$ cat src/i2cbm_pkg.sv
`timescale 1ns / 1ps
// ----------------------------------------------------------------------------
// I2C bus monitor package
// Shared constants, event codes and the result record of the bus monitor.
// ----------------------------------------------------------------------------
package i2cbm_pkg;

  // Line positions inside the raw sample byte.
  localparam int SDA_BIT = 4;
  localparam int SCL_BIT = 5;

  // Data bits in one byte before the acknowledge clock.
  localparam logic [3:0] BITS_PER_BYTE = 4'd8;

  // Saturation limit of the byte index.
  localparam logic [7:0] BYTE_COUNT_MAX = 8'hFF;

  // Reported gap field.
  localparam int OUT_GAP_WIDTH = 24;
  localparam logic [OUT_GAP_WIDTH-1:0] OUT_GAP_MAX = {OUT_GAP_WIDTH{1'b1}};

  // Default width of the internal gap counter.
  localparam int GAP_WIDTH_DEFAULT = 24;

  // Event codes carried by each result item.
  typedef enum logic [1:0] {
    EV_NONE  = 2'd0,
    EV_START = 2'd1,
    EV_STOP  = 2'd2,
    EV_BYTE  = 2'd3
  } event_kind_t;

  // One result item.
  typedef struct packed {
    event_kind_t              event_kind;
    logic [7:0]               byte_value;
    logic [7:0]               byte_position;
    logic [3:0]               bits_pending;
    logic                     is_address;
    logic [6:0]               device_address;
    logic                     read_not_write;
    logic                     acked;
    logic [OUT_GAP_WIDTH-1:0] gap_ticks;
  } result_t;

endpackage

$ cat src/i2cbm_step.sv
`timescale 1ns / 1ps
// ----------------------------------------------------------------------------
// I2C bus monitor step logic
// Holds the bus tracking state and decodes one registered line sample into
// one result item; the state advances only when the item moves on.
// ----------------------------------------------------------------------------
module i2cbm_step #(
  parameter int GAP_WIDTH = i2cbm_pkg::GAP_WIDTH_DEFAULT
) (
  input  logic                clk,
  input  logic                rst,
  input  logic                advance,
  input  logic [7:0]          sample,
  output i2cbm_pkg::result_t  result
);
  import i2cbm_pkg::*;

  localparam int CMP_WIDTH = (GAP_WIDTH > OUT_GAP_WIDTH) ? GAP_WIDTH : OUT_GAP_WIDTH;
  localparam logic [GAP_WIDTH-1:0] GAP_MAX = {GAP_WIDTH{1'b1}};

  // Tracking state.
  logic                 have_previous, have_previous_next;
  logic                 previous_sda, previous_sda_next;
  logic                 previous_scl, previous_scl_next;
  logic [3:0]           bit_count, bit_count_next;
  logic [7:0]           shift_data, shift_data_next;
  logic [7:0]           byte_count, byte_count_next;
  logic [GAP_WIDTH-1:0] tick_gap, tick_gap_next;

  logic                 sda;
  logic                 scl;
  logic [GAP_WIDTH-1:0] gap_inc;
  logic [CMP_WIDTH-1:0] gap_ext;
  logic [OUT_GAP_WIDTH-1:0] gap_out;

  assign sda = sample[SDA_BIT];
  assign scl = sample[SCL_BIT];

  // Gap counter saturates at its own limit, then at the reported limit.
  assign gap_inc = (tick_gap != GAP_MAX) ? GAP_WIDTH'(tick_gap + 1'b1) : tick_gap;
  assign gap_ext = CMP_WIDTH'(gap_inc);
  assign gap_out = (gap_ext > CMP_WIDTH'(OUT_GAP_MAX)) ? OUT_GAP_MAX
                                                       : gap_ext[OUT_GAP_WIDTH-1:0];

  // Edge decode and next state.
  always_comb begin
    result             = '0;
    result.event_kind  = EV_NONE;
    have_previous_next = 1'b1;
    previous_sda_next  = sda;
    previous_scl_next  = scl;
    bit_count_next     = bit_count;
    shift_data_next    = shift_data;
    byte_count_next    = byte_count;
    tick_gap_next      = gap_inc;

    if (have_previous) begin
      if (previous_scl && scl) begin
        if (previous_sda && !sda) begin
          // Start condition: a new transfer begins.
          bit_count_next    = '0;
          byte_count_next   = '0;
          shift_data_next   = '0;
          result.event_kind = EV_START;
        end else if (!previous_sda && sda) begin
          // Stop condition: report progress, clear nothing.
          result.event_kind    = EV_STOP;
          result.byte_position = byte_count;
          result.bits_pending  = bit_count;
        end
      end else if (!previous_scl && scl) begin
        if (bit_count >= BITS_PER_BYTE) begin
          // Acknowledge clock: the byte is complete.
          result.event_kind    = EV_BYTE;
          result.byte_value    = shift_data;
          result.byte_position = byte_count;
          if (byte_count == '0) begin
            result.is_address     = 1'b1;
            result.device_address = shift_data[7:1];
            result.read_not_write = shift_data[0];
          end
          result.acked      = !sda;
          result.gap_ticks  = gap_out;
          bit_count_next    = '0;
          shift_data_next   = '0;
          if (byte_count != BYTE_COUNT_MAX) begin
            byte_count_next = 8'(byte_count + 1'b1);
          end
          tick_gap_next     = '0;
        end else begin
          // Data clock: shift in one bit, MSB first.
          shift_data_next = {shift_data[6:0], sda};
          bit_count_next  = 4'(bit_count + 1'b1);
        end
      end
    end
  end

  // State registers.
  always_ff @(posedge clk) begin
    if (rst) begin
      have_previous <= 1'b0;
      previous_sda  <= 1'b0;
      previous_scl  <= 1'b0;
      bit_count     <= '0;
      shift_data    <= '0;
      byte_count    <= '0;
      tick_gap      <= '0;
    end else if (advance) begin
      have_previous <= have_previous_next;
      previous_sda  <= previous_sda_next;
      previous_scl  <= previous_scl_next;
      bit_count     <= bit_count_next;
      shift_data    <= shift_data_next;
      byte_count    <= byte_count_next;
      tick_gap      <= tick_gap_next;
    end
  end

endmodule

$ cat src/i2c_bus_monitor_core.sv
`timescale 1ns / 1ps
// ----------------------------------------------------------------------------
// I2C bus monitor core
// Passive bus sniffer: one raw line sample in, one event item out per sample.
// ----------------------------------------------------------------------------
//   Channel   Direction   Handshake                    Payload
//   sample    in          sample_valid / sample_stall  line_sample
//   result    out         result_valid / result_stall  event_kind .. gap_ticks
//
// One item is accepted every cycle while the result side keeps up.
// An item passes a sample register, then the decode into the result
// register. The result register stall reaches the sample side in the same
// cycle, so the block keeps one item in each register while stalled.
// Reset clears both valid flags and all bus tracking state.
// ----------------------------------------------------------------------------
module i2c_bus_monitor_core #(
  parameter int GAP_WIDTH = i2cbm_pkg::GAP_WIDTH_DEFAULT
) (
  input  logic                                  clk,
  input  logic                                  rst,
  input  logic                                  sample_valid,
  output logic                                  sample_stall,
  input  logic [7:0]                            line_sample,
  output logic                                  result_valid,
  input  logic                                  result_stall,
  output i2cbm_pkg::event_kind_t                event_kind,
  output logic [7:0]                            byte_value,
  output logic [7:0]                            byte_position,
  output logic [3:0]                            bits_pending,
  output logic                                  is_address,
  output logic [6:0]                            device_address,
  output logic                                  read_not_write,
  output logic                                  acked,
  output logic [i2cbm_pkg::OUT_GAP_WIDTH-1:0]   gap_ticks
);
  import i2cbm_pkg::*;

  logic       hold_valid;
  logic [7:0] hold_sample;
  logic       out_ready;
  logic       hold_ready;
  logic       advance;
  result_t    step_result;
  result_t    result_q;

  // Handshake chain between the two registers.
  assign out_ready    = !result_valid || !result_stall;
  assign hold_ready   = !hold_valid || out_ready;
  assign advance      = hold_valid && out_ready;
  assign sample_stall = !hold_ready;

  // Sample register.
  always_ff @(posedge clk) begin
    if (rst) begin
      hold_valid <= 1'b0;
    end else if (hold_ready) begin
      hold_valid <= sample_valid;
    end
  end

  always_ff @(posedge clk) begin
    if (hold_ready && sample_valid) begin
      hold_sample <= line_sample;
    end
  end

  // Decode and bus state.
  i2cbm_step #(
    .GAP_WIDTH (GAP_WIDTH)
  ) u_step (
    .clk     (clk),
    .rst     (rst),
    .advance (advance),
    .sample  (hold_sample),
    .result  (step_result)
  );

  // Result register.
  always_ff @(posedge clk) begin
    if (rst) begin
      result_valid <= 1'b0;
    end else if (out_ready) begin
      result_valid <= advance;
    end
  end

  always_ff @(posedge clk) begin
    if (advance) begin
      result_q <= step_result;
    end
  end

  assign event_kind     = result_q.event_kind;
  assign byte_value     = result_q.byte_value;
  assign byte_position  = result_q.byte_position;
  assign bits_pending   = result_q.bits_pending;
  assign is_address     = result_q.is_address;
  assign device_address = result_q.device_address;
  assign read_not_write = result_q.read_not_write;
  assign acked          = result_q.acked;
  assign gap_ticks      = result_q.gap_ticks;

endmodule

$ cat config.mk
export PLATFORM = sky130hd
export DESIGN_NAME = i2c_bus_monitor_core
export DESIGN_NICKNAME = d
export VERILOG_FILES = /design/src/i2cbm_pkg.sv /design/src/i2cbm_step.sv /design/src/i2c_bus_monitor_core.sv
export SDC_FILE = /design/constraint.sdc
export NUM_CORES = 1
export LEC_CHECK = 0
export ABC_AREA = 1
export ABC_CLOCK_PERIOD_IN_PS = 2350
export BUFFER_PORTS_ARGS = -buffer_cell sky130_fd_sc_hd__buf_2
export CORE_MARGIN = 2
export CORE_UTILIZATION = 45
export DETAILED_ROUTE_END_ITERATION = 8
export PLACE_DENSITY = 0.71
export SLEW_MARGIN = 20
export SYNTH_ARGS = -nofsm -noshare
export SYNTH_HDL_FRONTEND = slang
export SYNTH_SLANG_ARGS = --single-unit
$ cat constraint.sdc
create_clock -name clk -period 2.35 [get_ports clk]
set_input_delay 0.3525 -clock clk [delete_from_list [all_inputs] [get_ports clk]]
set_output_delay 0.3525 -clock clk [all_outputs]
set_load 0.05 [all_outputs]
==> impl_results.md <==
- Status: completed
- Largest net degree at the start of global routing: 34
- Insertion delay to the later sink of the worst-skew pair: 0.38 ns
- Final hold violation count: 0
- Synthesized area per cell: 8.36 um^2
- Die Area: 11700 um^2
- Clock sink count: 107
- Crit path DAT: 2.09 ns
- Non-filler cells in the finished layout: 796
- Hold/Removal Path Class: input port to flip-flop
- Top cells by count, synth: 164 x nand2_1, 85 x nor2_1, 58 x a21oi_1, 58 x edfxtp_1, 53 x inv_1
- Vias post-DR: 3981
- Starting Density: 45.5%
- H-Tree Depth: 3
- Final setup vio count: 0
- Final TNS setup: 0 ns
- Synth warnings: 0
- Synthesized flop and latch total: 107
- Reg2Reg Setup Slack: 0.38 ns
- Final Worst Setup Slack: 0.376 ns
- RSZ-0062 raised after global routing: false
- DRT iter0 DRCs: 207
- CTS buffer count: 9
- GRT Total Usage: 18.1%
- Syn_nets: 602
- Synth Instances: 585
- Area growth, synth to finish: 13.9%
- CTS resizes: 0
- Pre-antenna DRT Iters: 4
- Final core utilization: 51.9%
- Std cell rows: 38
- Crit end category: flip-flop
- Number of synthesized flops with an enable pin: 58
- Crit Path Category: flip-flop to flip-flop
- Post-synthesis compound-gate area fraction: 9.34%
- Post-cts hold buffer count: 0
- Fill cell count: 1030
- Crit path time final: 1.97 ns
- Lkg Pwr: 2.09 nW
- Wire per inst: 12.6 um
- Final wirelength: 10000 um
- Worst reg2reg path depth: 9
- Max Fanout on Critical Path: 19
- Maximum vdd drop: 407 uV
- Hold path startpoint: line_sample[4]
- DRC Markers: 0
- HPWL after DPL: 6930 um
- Vias per inst: 5.00
- IO Port Bufs: 63
- Die Wd: 108 um
- DP Area: 5370 um^2
- Largest family of logic cells by synthesized area: simple AND/OR/NAND/NOR gates
- Final instance area: 5570 um^2
- Prevailing post-synth register cell: edfxtp_1
- Synth area leader: edfxtp_1
- # placed instances: 780
- Max-Cap Viols: 0
- Core area: 10700 um^2
- Yosys top cell area share: 35.6%
- Hold WS: 0.145 ns
- Clock transition at path regs: 0.11 ns
- Clk root buf: clkbuf_8
- ANT cells: 0
- IO Pins: 70
- Synth Area in XOR/XNOR: 2.15%
- Die Ht: 108 um
- CTS tree: yes
- Least-Margin Pin Slew: 0.538 ns
- Post-CTS Setup Bufs: 0
- Clk buf depth: 2
- Final Skew: 0.0111 ns
- Final #Nets: 668
- Simple-Gate Fraction of Synth Area: 25.3%
- Mux contribution to synthesized area: 0%
- Initial antenna violation count: 0
- Slew Limit Fails: 0
- Slew HR: 64.0%
- GP Congestion: 0.935
- Asr flop ratio synth: 0%
- Post-Synth Adder-Cell Area: 1.28%
- Top post-synthesis cells by area: edfxtp_1 36%, dfxtp_1 20%, nand2_1 13%
- First-pass GRT wire length: 16800 um
- Vias in the first global route: 3695
- Seq/Total Area, Yosys: 55.7%
- Share of layout cells above drive strength 1: 17.4%
- Power Density: 626 nW/um^2
- Mapped Area: 4890 um^2
- Reg-to-reg critical path endpoint: gap_ticks[1]
- Hold Crit Depth: 1
- Fmax: 507 MHz
- Setup crit start kind: flip-flop
- DP Worst Slack: 0.427 ns
- Fin crit share: 84.0%
- Worst EP required: 2.46 ns
- Tot Pwr: 3.49 mW
- Grt ovf: 0
- Synth cell types: 33
- Antenna violation net count after detailed routing: 0
- Hold path endpoint: hold_sample[4]
- Crit Reg-Reg Startpoint: u_step.tick_gap[1]
- Most common cell in the synthesized netlist: nand2_1
[critical path: stages (launching register included)]
cell     delay (ns)
dfxtp_1        0.44
ha_1           0.23
inv_2          0.05
nor2_4         0.19
nand2_2        0.11
nor2_2         0.12
nand2_1        0.16
buf_4          0.25
nand2_1        0.09
a21oi_1        0.06
[flip-flops by register name (all words and copies together) (netlist names), 2 cells and up]
register,flops
device_address,7
u_step.byte_count,8
hold_sample,2
bits_pending,4
gap_ticks,24
byte_value,8
u_step.bit_count,4
event_kind,2
u_step.tick_gap,24
byte_position,8
u_step.shift_data,8
[cells in the final DEF, fill, tap and decap left out, drive strengths merged, types with 5 or more instances in the layout]
cell type  synthesis  layout
nand2            166     166
nor2              89      89
buf                8      74
a21oi             63      63
inv               56      60
edfxtp            58      58
dfxtp             49      49
nand3             24      24
o21ai             17      17
clkbuf            11      10
or2                8       8
xor2               7       7
nand4              6       6
xnor2              5       5
ha                 5       5
[power breakdown]
group	internal (mW)	total, mW	switching [mW]
combinational	0.0552	0.305	0.250
sequential	2.02	2.04	0.0173
clock	0.447	1.15	0.701
total	2.52	3.49	0.968
[how the worst max path moves through the flow]
stage,start,end,slack [ns],cells past startpoint
after floorplan,result_valid,u_step.previous_scl,0.13,5
after global placement,u_step.tick_gap[1],gap_ticks[1],0.46,9
after detailed placement,u_step.tick_gap[1],gap_ticks[1],0.43,9
after CTS,u_step.tick_gap[1],gap_ticks[1],0.39,9
after global routing,u_step.tick_gap[1],gap_ticks[1],0.19,9
final,u_step.tick_gap[1],gap_ticks[1],0.38,9
[layer usage]
metal	track usage, %	wire, um
met1	22.2	4450
met2	31.9	4890
met3	3.50	496
met4	6.32	163
met5	0	0
[cell families (layout without fill, tap and decap cells)]
kind of cell,Yosys count,count (layout)
flops,107,107
compound gates,85,85
fa+ha+maj,5,5
simple gates,301,301
buf+inv,75,146
xor+xnor,12,12
[final cells by class]
type	count	area (um^2)	share of cell area (%)
multi-input combinational	403	1860	33.4
sequential	107	2720	48.9
clock buffer	10	138	2.47
clock inverter	6	62.6	1.12
tap	140	175	3.14
inverter	56	214	3.84
timing repair buffer	74	398	7.14
Power figures use the tool's default switching activity.
